==> src/rtl/core/fbfl_pkg.sv <==
`timescale 1ns / 1ps
// ----------------------------------------------------------------------------
// fbfl_pkg
// Shared types and codes for the fixed block free-list allocator.
// ----------------------------------------------------------------------------
package fbfl_pkg;

    // Pool size; port widths follow from it
    localparam int unsigned NUM_BLOCKS = 8;

    // Request codes
    localparam logic OP_ALLOC = 1'b0;
    localparam logic OP_FREE  = 1'b1;

    // Field widths of the transaction ports
    localparam int unsigned IDX_W  = $clog2(NUM_BLOCKS);
    localparam int unsigned FREE_W = $clog2(NUM_BLOCKS + 1);

    // Link memory port controls
    typedef struct packed {
        logic wr_en;
        logic rd_en;
    } t_ram_ctl;

endpackage

==> src/rtl/core/fbfl_link_ram.sv <==
`timescale 1ns / 1ps
// ----------------------------------------------------------------------------
// fbfl_link_ram
// Link memory: one next-link per block, one write and one registered read
// port.
// ----------------------------------------------------------------------------
module fbfl_link_ram #(
    parameter int unsigned DEPTH = 8,
    parameter int unsigned AW    = 3,
    parameter int unsigned DW    = 4
) (
    input  logic              i_clk,
    input  fbfl_pkg::t_ram_ctl i_ctl,
    input  logic [AW-1:0]     i_waddr,
    input  logic [DW-1:0]     i_wdata,
    input  logic [AW-1:0]     i_raddr,
    output logic [DW-1:0]     o_rdata
);

    logic [DW-1:0] r_mem [DEPTH];
    logic [DW-1:0] r_rdata;

    always_ff @(posedge i_clk) begin
        if (i_ctl.wr_en) begin
            r_mem[i_waddr] <= i_wdata;
        end
        if (i_ctl.rd_en) begin
            r_rdata <= r_mem[i_raddr];
        end
    end

    assign o_rdata = r_rdata;

endmodule

==> src/rtl/core/fixed_block_free_list_allocator.sv <==
`timescale 1ns / 1ps
// ----------------------------------------------------------------------------
// fixed_block_free_list_allocator
// Free-list pool of NUM_BLOCKS blocks: head pointer and free count in
// registers, one next-link per block in a synchronous memory.
// ----------------------------------------------------------------------------
//  channel   | handshake                   | payload
//  ----------+-----------------------------+-----------------------------------
//  request   | start / busy (taken: start  | i_opcode, i_has_block,
//            | high while busy low)        | i_block_index
//  result    | o_valid, one cycle, no stall| o_granted, o_granted_index,
//            |                             | o_free_blocks
//
//  A new request is taken only once the last one is done. The link of the
//  head is read from the link memory at acceptance (registered read port),
//  and the head, count and link write-back are done in S_EXEC.
//  The result is registered in S_EXEC; busy is already low when it shows.
//  After reset, busy stays high while the link memory is threaded in S_INIT
//  (entry i links to i-1, entry 0 to none).
// ----------------------------------------------------------------------------
module fixed_block_free_list_allocator (
    input  logic                         i_clk,
    input  logic                         i_rst_n,
    input  logic                         start,
    output logic                         busy,
    input  logic                         i_opcode,
    input  logic                         i_has_block,
    input  logic [fbfl_pkg::IDX_W-1:0]   i_block_index,
    output logic                         o_valid,
    output logic                         o_granted,
    output logic [fbfl_pkg::IDX_W-1:0]   o_granted_index,
    output logic [fbfl_pkg::FREE_W-1:0]  o_free_blocks
);

    localparam int unsigned NUM_BLOCKS = fbfl_pkg::NUM_BLOCKS;
    localparam int unsigned AW = $clog2(NUM_BLOCKS);
    localparam int unsigned LW = $clog2(NUM_BLOCKS + 1);
    localparam logic [LW-1:0] NONE_LINK = LW'(NUM_BLOCKS);
    localparam logic [AW-1:0] LAST_IDX  = AW'(NUM_BLOCKS - 1);

    typedef enum logic [2:0] {
        S_INIT = 3'b001,
        S_IDLE = 3'b010,
        S_EXEC = 3'b100
    } t_state;

    t_state          r_state, n_state;
    logic [AW-1:0]   r_init_cnt, n_init_cnt;
    logic [LW-1:0]   r_head, n_head;
    logic [LW-1:0]   r_free, n_free;
    logic            r_op;
    logic            r_has;
    logic [fbfl_pkg::IDX_W-1:0] r_idx;

    fbfl_pkg::t_ram_ctl ram_ctl;
    logic [AW-1:0]   ram_waddr;
    logic [LW-1:0]   ram_wdata;
    logic [LW-1:0]   ram_rdata;

    logic            accept;
    logic            head_ok;
    logic            idx_ok;
    logic            do_pop;
    logic            do_push;

    assign busy    = (r_state != S_IDLE);
    assign accept  = start && (r_state == S_IDLE);
    assign head_ok = (r_head < NONE_LINK);
    assign idx_ok  = (32'(r_idx) < 32'(NUM_BLOCKS));
    assign do_pop  = (r_state == S_EXEC) && (r_op == fbfl_pkg::OP_ALLOC) && head_ok;
    assign do_push = (r_state == S_EXEC) && (r_op == fbfl_pkg::OP_FREE) && r_has && idx_ok;

    // Link memory: threading sweep after reset, push writes old head at the
    // freed index; the head's link is read at acceptance.
    always_comb begin
        ram_ctl.rd_en = accept;
        ram_ctl.wr_en = (r_state == S_INIT) || do_push;
        if (r_state == S_INIT) begin
            ram_waddr = r_init_cnt;
            ram_wdata = (r_init_cnt == '0) ? NONE_LINK : LW'(r_init_cnt) - LW'(1);
        end else begin
            ram_waddr = AW'(r_idx);
            ram_wdata = r_head;
        end
    end

    fbfl_link_ram #(
        .DEPTH (NUM_BLOCKS),
        .AW    (AW),
        .DW    (LW)
    ) u_link_ram (
        .i_clk   (i_clk),
        .i_ctl   (ram_ctl),
        .i_waddr (ram_waddr),
        .i_wdata (ram_wdata),
        .i_raddr (r_head[AW-1:0]),
        .o_rdata (ram_rdata)
    );

    always_comb begin
        n_state    = r_state;
        n_init_cnt = r_init_cnt;
        n_head     = r_head;
        n_free     = r_free;
        case (r_state)
            S_INIT: begin
                n_init_cnt = r_init_cnt + AW'(1);
                if (r_init_cnt == LAST_IDX) begin
                    n_state = S_IDLE;
                end
            end
            S_IDLE: begin
                if (accept) begin
                    n_state = S_EXEC;
                end
            end
            S_EXEC: begin
                n_state = S_IDLE;
                if (do_pop) begin
                    n_head = ram_rdata;
                    if (r_free != '0) begin
                        n_free = r_free - LW'(1);
                    end
                end else if (do_push) begin
                    n_head = LW'(r_idx);
                    if (r_free < NONE_LINK) begin
                        n_free = r_free + LW'(1);
                    end
                end
            end
            default: begin
                n_state = S_IDLE;
            end
        endcase
    end

    always_ff @(posedge i_clk) begin
        if (!i_rst_n) begin
            r_state    <= S_INIT;
            r_init_cnt <= '0;
            r_head     <= LW'(NUM_BLOCKS - 1);
            r_free     <= NONE_LINK;
            o_valid    <= 1'b0;
        end else begin
            r_state    <= n_state;
            r_init_cnt <= n_init_cnt;
            r_head     <= n_head;
            r_free     <= n_free;
            o_valid    <= (r_state == S_EXEC);
        end
    end

    // Request capture and result payload
    always_ff @(posedge i_clk) begin
        if (accept) begin
            r_op  <= i_opcode;
            r_has <= i_has_block;
            r_idx <= i_block_index;
        end
        if (r_state == S_EXEC) begin
            o_granted       <= do_pop;
            o_granted_index <= do_pop ? fbfl_pkg::IDX_W'(r_head) : '0;
            o_free_blocks   <= fbfl_pkg::FREE_W'(n_free);
        end
    end

endmodule

==> config.mk <==
export PLATFORM = sky130hd
export DESIGN_NAME = fixed_block_free_list_allocator
export DESIGN_NICKNAME = d
export VERILOG_FILES = /design/src/rtl/core/fbfl_pkg.sv /design/src/rtl/core/fbfl_link_ram.sv /design/src/rtl/core/fixed_block_free_list_allocator.sv
export SDC_FILE = /design/constraint.sdc
export NUM_CORES = 1
export LEC_CHECK = 0
export ABC_AREA = 1
export BUFFER_PORTS_ARGS = -buffer_cell sky130_fd_sc_hd__buf_2
export CAP_MARGIN = 20
export CELL_PAD_IN_SITES_DETAIL_PLACEMENT = 1
export CELL_PAD_IN_SITES_GLOBAL_PLACEMENT = 2
export CORE_MARGIN = 5
export CORE_UTILIZATION = 31
export CTS_CLUSTER_SIZE = 25
export DETAILED_ROUTE_END_ITERATION = 6
export PLACE_DENSITY_LB_ADDON = 0.08
export SYNTH_ARGS = -nofsm -noshare
export SYNTH_HDL_FRONTEND = slang
export SYNTH_HIERARCHICAL = 1
export SYNTH_SLANG_ARGS = --single-unit
==> constraint.sdc <==
create_clock -name i_clk -period 2.06 [get_ports i_clk]
set_input_delay 0.309 -clock i_clk [delete_from_list [all_inputs] [get_ports i_clk]]
set_output_delay 0.309 -clock i_clk [all_outputs]
set_load 0.05 [all_outputs]
Word-level counts from Yosys, hierarchy flattened
Memory sizes are Yosys's and may differ from the RTL's. A register that Yosys moved wholly into a read port is not among the register bits. Cells that the tools add are included.

Memory bits (writable): 32. Register bits after elaboration: 28. Input port bits: 8. Output and inout bits: 10. Logic and storage cells: 52. Memories: 1.

Memory list: u_link_ram.r_mem (depth 8, width 4, rd ports 1, clocked after memory_dff 1, wr ports 1, line fbfl_link_ram.sv:20) `logic [DW-1:0] r_mem [DEPTH];`.

Reductions and logical operators: 11. Bitwise logic cells: 1. Mux-type cells: 15. $add $sub $neg: 4. Equal/unequal tests: 7. $lt $le $gt $ge: 2.

Operator list (number): $mux W4 (9); $mux W3 (3); $lt A4 B4 Y1 const B (2); $eq A3 B3 Y1 const B (2); $pmux W3 S2 (1); $logic_and A1 B1 Y1 (5); $add A4 B1 Y4 const B (1); $reduce_and A2 Y1 (2); $reduce_bool A4 Y1 (1); $sub A3 B1 Y4 const B (1); $sub A4 B1 Y4 const B (1); $add A3 B1 Y3 const B (1); $eq A3 B1 Y1 const B (1); $eq A3 B2 Y1 const B (1); $logic_not A3 Y1 (1); $ne A3 B2 Y1 const B (1); $mux W1 (2); $ne A2 B1 Y1 const B (1); $ne A2 B2 Y1 const B (1); $reduce_bool A2 Y1 (1); $logic_or A1 B1 Y1 (1); $not A1 Y1 (1).

Longest topological paths before layout
Gate-level depths: netlist (run 1).

Word-level depth: 6. Mapped depth: 9. Depth with buffers taken out: 8.

Cells and area by module
Netlist (run 1), hierarchy kept.

Modules (own cells, without submodules): fbfl_link_ram (seq. area each 1081.0 µm², area an instance 1607.8 µm², times used 1, cells each 160); fixed_block_free_list_allocator (seq. area each 690.7 µm², area an instance 1348.8 µm², times used 1, cells each 151).

Worst setup path after synthesis (run 1)
Ideal clock, no wire load.

Path type: reg2reg. Start: register r_state[0]. End: memory u_link_ram.r_mem[6][0], enable pin. Stages on the path, launching flop included: 8. Arrival: 1.392 ns. Slack: 0.339 ns. Data required time: 1.731 ns. Library setup time: 0.329 ns. Path buffers: 1. Clock period less this slack: 1.721 ns. Cell sequence: dfxtp_1 -> inv_2 -> nor3_4 -> inv_2 -> buf_6 -> o21ai_1 -> nand2_1 -> nor2_1.

Elaborated cells between the ends (all ways): 8. Classes of those cells: 2 x eq/ne; 3 x mux; 3 x reduce/logical.

RTL lines: start: declaration (line fixed_block_free_list_allocator.sv:47) `t_state r_state, n_state;`; start signal: assignment (line fixed_block_free_list_allocator.sv:145) `r_state <= n_state;`; $eq A3 B1 Y1 (line fixed_block_free_list_allocator.sv:78) `if (r_state == S_INIT) begin`; $mux W3 (line fixed_block_free_list_allocator.sv:78); named net ram_waddr[2] (line fixed_block_free_list_allocator.sv:56) `logic [AW-1:0] ram_waddr;`; end: declaration (line fbfl_link_ram.sv:20).

The timed path passes the listed nets, and every way through them passes these cells.

Worst setup path in the final report (run 1)
Start: register r_state[0]. End: memory u_link_ram.r_mem[0][1], enable pin.

Same word-level chain as after synthesis.

==> qor.yml, run 1 <==
clock_tree:
  clk-insertion-delay-late_ns: 0.34
  clockRootBuffer: "clkbuf_8"
  cts_max_level: 3
  post_cts_buffers: 0
  cts.sinks: 64
  cts_buffer_depth: 2
  cts_buffers: 9
  path_clk_slew_ns: 0.08
  cts_tree: "built"
die:
  num_io_pins: 18
  die_w_um: 108
  fp.dieArea_um2: 11600
  rows: 35
  start_util: 0.318
  core_um2: 9280
  die_h_um: 108
power_and_ir_drop:
  seqPwrFrac: 0.456
  total_power_uw: 4490
  p_int_uw: 3030
  power_frac_clock: 0.266
  p_leak_uw: 0.00155
  powerDensity_nw_per_um2: 1310
  power_frac_comb: 0.279
  switchingPower_uw: 1460
  vdd_drop_max_uv: 524
  netSwitchingFraction: 0.325
critical_path:
  cp_cell_sequence: "inv_2 -> nor3_4 -> nand2_1 -> o21a_1 -> inv_1 -> nand2_1 -> nor2_1"
  crit_type: "register to register"
  critPathSlowestCell: "dfxtp_1"
  crit_required_ns: 2.07
  worstPathArrival_ns: 1.90
  path_buf_inv: 2
  endpoint_kind: "register"
  cp_max_fo: 10
  crit_path_start_kind: "register"
  crit_top_cell: "nand2_1"
  crit_family: "simple AND/OR/NAND/NOR gates"
  slowest_delay_ns: 0.41
sta:
  setup_violations: 0
  relSlewSlack: 0.657
  hold_viol: 0
  drv_slew: 0
  fin_crit_sh: 0.917
  fmax_mhz: 530
  tightest_slew_ns: 0.513
  setup_ws_ns: 0.172
  rsz0062_at_grt: "false"
  final.setup_skew_ns: 0.0118
  tns_ns: 0
  final.min_clock_period_ns: 1.89
synthesis:
  synth_top_area_share: 0.498
  yosysSeqAreaShare: 0.599
  synth_top_area_cell: "edfxtp_1"
  syn_avg_cell_area_um2: 9.51
  ys_ff_latch: 64
  syn_inst: 311
  synth_area_leaders: "edfxtp_1 (50%), nand2_1 (10%), dfxtp_1 (10%)"
  synthesis.area_um2: 2960
  ys_warn_count: 6
  syn_nets: 326
  yosysUniqueCellTypes: 29
place:
  dpl_cell_area_um2: 3220
  io_buffers: 17
  routabilityCongestion: 0.730
  dpl_worst_slack_ns: 0.145
  dp_hpwl_um: 5370
final_layout:
  layout_common_cells: "nand2_1 (82), inv_1 (54), edfxtp_1 (49)"
  final_common_cell: "nand2_1"
  drive_gt1_frac: 0.175
  antenna_cells: 0
  fin_nets: 358
  stdcell_area_um2: 3440
  area_growth_pct: 16.3
global_routing:
  overflow: 0
  antenna_found_initial: 0
  top_usage_layer: "met2"
  first_global_vias: 2096
  use_met3: 0.0306
  grt_max_degree: 17
  met1_usage: 0.181
  grt_use_total: 0.129
  grt_pass1_wl_um: 11300
  grt_use_met2: 0.198
routing:
  detail-route-antenna-nets: 0
  drc: 0
  wl_per_cell_um: 14.5
  dr.pass1.iters: 4
  vias_per_cell: 4.27
  totalWireLength_um: 6890
  drtIter0Drc: 85
  routed-via-count: 2035
run:
  drv_cap: 0
run_status:
  status: "finished clean"
min_path:
  hold_path_class: "input pin to register"
[cell usage after synthesis (all sizes together)]
library cell / number
o21a: 1
o21ai: 14
nor2: 19
dfxtp: 15
nand4: 1
inv: 58
ha: 7
a21oi: 9
edfxtp: 49
nand2: 91
nand3: 30
a31oi: 2
o22ai: 1
clkinv: 3
xor2: 2
nor3: 2
o211ai: 1
buf: 6
[path summary, 6_finish.rpt]
| kind | start | end | slack, ns | depth (start not counted) |
|---|---|---|---|---|
| hold / removal | i_has_block | r_has | 0.14 | 1 |
| setup reg to reg | r_state[0] | u_link_ram/r_mem[0][1] | 0.17 | 7 |
| hold reg to reg | u_link_ram/o_rdata[2] | r_head[2] | 0.48 | 2 |
| setup / recovery | r_state[0] | u_link_ram/r_mem[0][1] | 0.17 | 7 |
[worst reg2reg max path, delay by kind of cell, from the launching register on]
| family | cells | cell delay (ns) |
|---|---|---|
| AO/OA/AOI/OAI | 1 | 0.16 |
| flip-flops | 1 | 0.41 |
| buffers and inverters | 2 | 0.12 |
| AND/OR/NAND/NOR | 4 | 0.88 |
[flip-flops by register name (all words and copies together) (netlist names), 4 cells and up]
name                cells
o_free_blocks           4
r_free                  4
r_head                  4
u_link_ram/o_rdata      4
u_link_ram/r_mem       32
[area by class of cell]
| class | count | area (um2) |
|---|---|---|
| Multi-Input combinational cell | 180 | 893 |
| Timing Repair Buffer | 27 | 160 |
| Tap cell | 129 | 161 |
| Sequential cell | 64 | 1770 |
| Inverter | 61 | 233 |
| Fill cell | 1106 | 5840 |
| Clock inverter | 6 | 92.6 |
| Clock buffer | 10 | 128 |
[metal layers]
metal	wire (um)	vias to the layer above
li1	-	1058
met5	0	-
met1	3560	948
met2	3080	21
met3	175	8
met4	77	0
[power by group through the flow]
stage	Clock, uW	Sequential (uW)	Combinational (uW)
floorplan	0	2030	789
global placement	0	2090	1260
detailed placement	0	2080	1270
CTS	1230	2050	1270
global route	1300	2080	1430
finish	1190	2050	1250
[stage by stage]
step           utilization  instances  hold WS [ns]
3_3_place_gp         0.346        461         0.467
6_report             0.370        477         0.143
4_1_cts              0.370        477         0.122
2_1_floorplan            -        311         0.393
5_1_grt              0.370        477         0.113
3_5_place_dp         0.346        461         0.476
[repair_timing]
action / 4_1_cts / 5_1_grt
setup endpoints to repair: 0 / 4
hold buffers: 0 / 0
resized for setup: 0 / 1
[logic make-up after synthesis]
group           Yosys count  share of synthesized area
compound gates           28                     0.0525
xor+xnor                  2                    0.00593
simple gates            143                      0.213
flops                    64                      0.599
buf+inv                  67                     0.0994
fa+ha+maj                 7                     0.0296
No activity file was read; power rests on OpenSTA's default activity.
==> run 2, diff against run 1 <==
--- a/config.mk
+++ b/config.mk
@@ -6,14 +6,13 @@
 export NUM_CORES = 1
 export LEC_CHECK = 0
 export ABC_AREA = 1
-export BUFFER_PORTS_ARGS = -buffer_cell sky130_fd_sc_hd__buf_2
-export CAP_MARGIN = 20
 export CELL_PAD_IN_SITES_DETAIL_PLACEMENT = 1
 export CELL_PAD_IN_SITES_GLOBAL_PLACEMENT = 2
 export CORE_MARGIN = 5
 export CORE_UTILIZATION = 31
 export CTS_CLUSTER_SIZE = 25
 export DETAILED_ROUTE_END_ITERATION = 6
+export DONT_BUFFER_PORTS = 1
 export PLACE_DENSITY_LB_ADDON = 0.08
 export SYNTH_ARGS = -nofsm -noshare
 export SYNTH_HDL_FRONTEND = slang
==> run 2 against run 1 <==
Register-to-register slack better by 0.099 ns; cell count down 3.8%; design area down 3.7%; critical path depth unchanged; largest cell class unchanged; highest routed layer unchanged.
==> qor.yml, run 2 (synthesis gave the netlist of run 1 again) <==
run_status:
  status: "finished clean"
min_path:
  hold_path_class: "input pin to register"
clock_tree:
  cts.sinks: 64  # unchanged
  cts-resized-gates: 0  # unchanged
  cts_tree: "built"
  cts_buffers: 9  # unchanged
  cts_hold_buf: 0  # unchanged
  clockRootBuffer: "clkbuf_8"
  cts_max_level: 3  # unchanged
  post_cts_buffers: 0  # unchanged
  clk-insertion-delay-late_ns: 0.33  # about the same
  cts_buffer_depth: 2  # unchanged
  path_clk_slew_ns: 0.07  # about the same
routing:
  totalWireLength_um: 6570  # -4.8%
  vias_per_cell: 4.23  # -0.93%
  routed-via-count: 1940  # -4.7%
  detail-route-antenna-nets: 0  # unchanged
  drtIter0Drc: 42  # -51%
  dr.pass1.iters: 4  # unchanged
  drc: 0  # unchanged
  wl_per_cell_um: 14.3  # -1.0%
sta:
  final.setup_skew_ns: 0.00772  # -0.00410 ns
  hold_viol: 0  # unchanged
  fmax_mhz: 559  # +5.6%
  relSlewSlack: 0.607  # -0.0507
  rsz0062_at_grt: "false"
  tightest_slew_ns: 0.589  # +0.0759 ns
  setup_violations: 0  # unchanged
  final.min_clock_period_ns: 1.79  # -0.0994 ns
  tns_ns: 0  # unchanged
  fin_crit_sh: 0.868  # -0.0482
  drv_slew: 0  # unchanged
final_layout:
  antenna_cells: 0  # unchanged
  seqCellArea_um2: 1770  # unchanged
  final_common_cell: "nand2_1"
  nFillCells: 1096  # -0.90%
  final_util: 0.357  # -0.0139
  largest_reg_flops: 32  # unchanged
  fin_nets: 340  # -5.0%
  regMostFlops: "u_link_ram/r_mem"
  drive_gt1_frac: 0.124  # -0.0510
  area_growth_pct: 12.0
  multiInputGateArea_um2: 891  # -0.28%
  layout_common_cells: "nand2_1 (82), inv_1 (54), edfxtp_1 (49)"
critical_path:
  reg2reg_setup_slack_ns: 0.27  # +0.10 ns
  crit_path_start: "r_state[0]"
  endpoint_kind: "register"
  r2r_end: "u_link_ram/r_mem[2][2]"
  crit_required_ns: 2.05  # -0.02 ns
  crit_path_start_kind: "register"
  worstPathArrival_ns: 1.78  # -0.12 ns
  r2r.worst_path.cells: 7  # unchanged
  r2r_start: "r_state[0]"
  crit_end: "u_link_ram/r_mem[2][2]"
  cp_max_fo: 6  # -4
  crit_type: "register to register"
power_and_ir_drop:
  switchingPower_uw: 1400  # -4.5%
  vdd_drop_max_uv: 670  # +28%
  netSwitchingFraction: 0.329  # +0.00390
  power_frac_comb: 0.274  # -0.005
  p_int_uw: 2850  # -6.2%
  total_power_uw: 4240  # -5.6%
  powerDensity_nw_per_um2: 1280  # -1.9%
  p_leak_uw: 0.00147  # -5.2%
  seqPwrFrac: 0.487  # +0.031
  power_frac_clock: 0.240  # -0.026
global_routing:
  grt_use_total: 0.126  # -0.00295
  grt_max_degree: 17  # unchanged
  top_usage_layer: "met1"
  met1_usage: 0.188  # +0.00685
  overflow: 0  # unchanged
  grt_pass1_wl_um: 11000  # -2.5%
  use_met3: 0.0306  # unchanged
  first_global_vias: 2047  # -2.3%
  antenna_found_initial: 0  # unchanged
  grt_use_met2: 0.182  # -0.0155
die:
  core_um2: 9280  # unchanged
  num_io_pins: 18  # unchanged
  fp.dieArea_um2: 11600  # unchanged
  rows: 35  # unchanged
  die_w_um: 108  # unchanged
  start_util: 0.318  # unchanged
  die_h_um: 108  # unchanged
run:
  drv_cap: 0  # unchanged
place:
  io_buffers: 0  # -17
  routabilityCongestion: 0.688  # -5.8%
  dp_hpwl_um: 5070  # -5.4%
[run 2: metal layers]
layer  vias up  share of wire
met2        30           0.43
li1       1031              -
met5         -              0
met1       875           0.53
met3         4          0.038
met4         0         0.0065
[run 2: worst max-delay path, cell delays in order (launching register included)]
cell and delay, ns:
dfxtp_1 0.41, inv_2 0.07, nor3_4 0.22, nand2_1 0.14
o21a_1 0.14, inv_1 0.05, nand2_1 0.10, nor2_1 0.31
[run 2: per-stage QoR]
stage,std cells,hold slack [ns],worst slack (ns),cell area [um2]
after global routing,459,0.0359,0.0735,3310
after CTS,459,0.0423,0.242,3310
after global placement,443,0.398,0.309,3120
after detailed placement,443,0.401,0.258,3120
after floorplan,311,0.393,0.339,2960
final,459,0.0632,0.271,3310
[run 2: power groups by stage]
stage               clock network, uW  registers (uW)  logic, uW
floorplan                           0            2030        789
global placement                    0            2110       1200
detailed placement                  0            2100       1190
CTS                              1060            2070       1200
global route                     1120            2100       1340
finish                           1020            2060       1160
[run 2: how the worst min path moves through the flow]
stage                  from   endpoint  slack [ns]  cells after the start
floorplan           i_rst_n  r_head[1]        0.39                      1
global placement    i_rst_n  r_head[1]        0.40                      1
detailed placement  i_rst_n  r_free[3]        0.40                      1
CTS                 i_rst_n  r_free[3]        0.04                      1
global route        i_rst_n  r_free[3]        0.04                      1
finish              i_rst_n  r_free[3]        0.06                      1
[run 2: area by class of cell]
class,count,area share
inverter,61,0.0703
tap,129,0.0488
clock buffer,9,0.0374
clock inverter,7,0.0189
sequential,64,0.535
multi-input combinational,180,0.269
timing repair buffer,9,0.0204
==> run 3, diff against run 2 <==
--- a/config.mk
+++ b/config.mk
@@ -6,13 +6,13 @@
 export NUM_CORES = 1
 export LEC_CHECK = 0
 export ABC_AREA = 1
+export BUFFER_PORTS_ARGS = -buffer_cell sky130_fd_sc_hd__buf_2
 export CELL_PAD_IN_SITES_DETAIL_PLACEMENT = 1
 export CELL_PAD_IN_SITES_GLOBAL_PLACEMENT = 2
 export CORE_MARGIN = 5
 export CORE_UTILIZATION = 31
 export CTS_CLUSTER_SIZE = 25
 export DETAILED_ROUTE_END_ITERATION = 6
-export DONT_BUFFER_PORTS = 1
 export PLACE_DENSITY_LB_ADDON = 0.08
 export SYNTH_ARGS = -nofsm -noshare
 export SYNTH_HDL_FRONTEND = slang
==> constraint.sdc (replaced) <==
create_clock -name i_clk -period 2.3 [get_ports i_clk]
set_input_delay 0.345 -clock i_clk [delete_from_list [all_inputs] [get_ports i_clk]]
set_output_delay 0.345 -clock i_clk [all_outputs]
set_load 0.05 [all_outputs]
==> run 3 against run 2 <==
First-iteration DRC count down 4.8%; core utilization is 0.85 points higher; register-to-register slack better by 0.04 ns; hold slack better by 0.11 ns; clock skew down 0.00099 ns; design area increased by 2.4%; combinational power shrank 6%; critical path type unchanged.
==> qor.yml, run 3 (synthesis gave the netlist of run 1 again) <==
global_routing:
  grt_max_degree: 17  # unchanged
  met1_usage: 0.187  # -0.000520
  overflow: 0  # unchanged
  grt_use_total: 0.130  # +0.00327
  first_global_vias: 1999  # -2.3%
  top_usage_layer: "met1"
  use_met3: 0.0288  # -0.00180
  grt_use_met2: 0.185  # +0.00266
  grt_pass1_wl_um: 11000  # +0.19%
  antenna_found_initial: 0  # unchanged
die:
  die_h_um: 108  # unchanged
  num_io_pins: 18  # unchanged
  die_w_um: 108  # unchanged
  rows: 35  # unchanged
  start_util: 0.318  # unchanged
  fp.dieArea_um2: 11600  # unchanged
  core_um2: 9280  # unchanged
final_layout:
  final_util: 0.365  # +0.00849
  nFillCells: 1126  # +2.7%
  area_growth_pct: 14.6
  antenna_cells: 0  # unchanged
  fin_nets: 355  # +4.4%
  final_common_cell: "nand2_1"
  regMostFlops: "u_link_ram/r_mem"
  layout_common_cells: "nand2_1 (82), inv_1 (54), edfxtp_1 (49)"
  largest_reg_flops: 32  # unchanged
  drive_gt1_frac: 0.165  # +0.0410
critical_path:
  cp_cell_sequence: "inv_2 -> nor3_4 -> inv_2 -> o21ai_1 -> nand2_1 -> nor2_1"
  endpoint_kind: "register"
  crit_path_start_kind: "register"
  reg2reg_setup_slack_ns: 0.31  # +0.04 ns
  path_buf_inv: 2  # unchanged
  path_depth: 6  # -1
  critPathSlowestCell: "dfxtp_1"
  cp_max_fo: 11  # +5
  crit_required_ns: 2.31  # +0.26 ns
  crit_type: "register to register"
  crit_top_cell: "inv_2"
  crit_path_start: "r_state[0]"
  r2r_start: "r_state[0]"
  r2r_end: "u_link_ram/r_mem[6][2]"
  crit_end: "u_link_ram/r_mem[6][2]"
  crit_family: "simple AND/OR/NAND/NOR gates"
  r2r.worst_path.cells: 6  # -1
  slowest_delay_ns: 0.41  # about the same
  worstPathArrival_ns: 2.00  # +0.22 ns
clock_tree:
  cts_tree: "built"
  clk-insertion-delay-late_ns: 0.34  # about the same
  path_clk_slew_ns: 0.08  # about the same
  post_cts_buffers: 0  # unchanged
  cts_buffers: 9  # unchanged
  cts_buffer_depth: 2  # unchanged
  cts.sinks: 64  # unchanged
  cts_max_level: 3  # unchanged
  cts-resized-gates: 0  # unchanged
  cts_hold_buf: 0  # unchanged
  clockRootBuffer: "clkbuf_8"
run:
  drv_cap: 0  # unchanged
min_path:
  hold_path_class: "input pin to register"
sta:
  final.setup_skew_ns: 0.00673  # -0.000986 ns
  final.min_clock_period_ns: 1.99  # +0.199 ns
  drv_slew: 0  # unchanged
  rsz0062_at_grt: "false"
  tightest_slew_ns: 0.538  # -0.0516 ns
  holdWs_ns: 0.178  # +0.115 ns
  hold_viol: 0  # unchanged
  fin_crit_sh: 0.864  # -0.00425
  tns_ns: 0  # unchanged
  fmax_mhz: 503  # -10%
  setup_violations: 0  # unchanged
  relSlewSlack: 0.641  # +0.0345
routing:
  wl_per_cell_um: 14.6  # +2.1%
  routed-via-count: 2014  # +3.8%
  detail-route-antenna-nets: 0  # unchanged
  vias_per_cell: 4.25  # +0.53%
  drtIter0Drc: 40  # -4.8%
  drc: 0  # unchanged
  dr.pass1.iters: 4  # unchanged
  totalWireLength_um: 6920  # +5.4%
place:
  dp_hpwl_um: 5180  # +2.1%
  routabilityCongestion: 0.752  # +9.4%
  io_buffers: 17  # +17
power_and_ir_drop:
  vdd_drop_max_uv: 460  # -31%
  total_power_uw: 3870  # -8.7%
  p_leak_uw: 0.00153  # +3.8%
  powerDensity_nw_per_um2: 1140  # -11%
run_status:
  status: "finished clean"
[run 3: metrics by stage]
| stage | std cells | worst slack, ns | area, um2 |
|---|---|---|---|
| after detailed placement | 458 | 0.300 | 3190 |
| after global routing | 474 | 0.0207 | 3390 |
| after floorplan | 311 | 0.579 | 2960 |
| after CTS | 474 | 0.283 | 3390 |
| after global placement | 458 | 0.384 | 3190 |
| final | 474 | 0.312 | 3390 |
[run 3: worst reg2reg max path: cells and delay by family (launching register included)]
kind            cells  cell delay, ns
flops               1            0.41
simple gates        3            0.74
compound gates      1            0.26
buf+inv             2            0.25
[run 3: worst min-delay path by stage]
stage / from / endpoint / slack (ns) / cells past startpoint
2_1_floorplan: i_rst_n / r_head[1] / 0.43 / 1
5_1_grt: i_has_block / r_has / 0.15 / 1
3_5_place_dp: u_link_ram/o_rdata[2] / r_head[2] / 0.46 / 2
3_3_place_gp: u_link_ram/o_rdata[2] / r_head[2] / 0.45 / 2
4_1_cts: i_has_block / r_has / 0.16 / 1
6_report: i_has_block / r_has / 0.18 / 1
[run 3: cell type report]
class                           instances  area, um2  share of cell area
Timing Repair Buffer                   24        138              0.0406
Multi-Input combinational cell        180        891               0.263
Clock buffer                            9        124              0.0365
Inverter                               61        233              0.0687
Clock inverter                          7       71.3              0.0210
Sequential cell                        64       1770               0.523
Tap cell                              129        161              0.0476
[run 3: per-layer routing]
metal  vias up  share of wire
met5         -              0
met4         0          0.019
met3        10          0.023
met2        18           0.43
met1       929           0.52
li1       1057              -
[run 3: where the power goes]
group | internal [uW] | total, uW | switching [uW]
clock | 500 | 953 | 453
combinational | 319 | 1090 | 770
sequential | 1740 | 1830 | 95.5
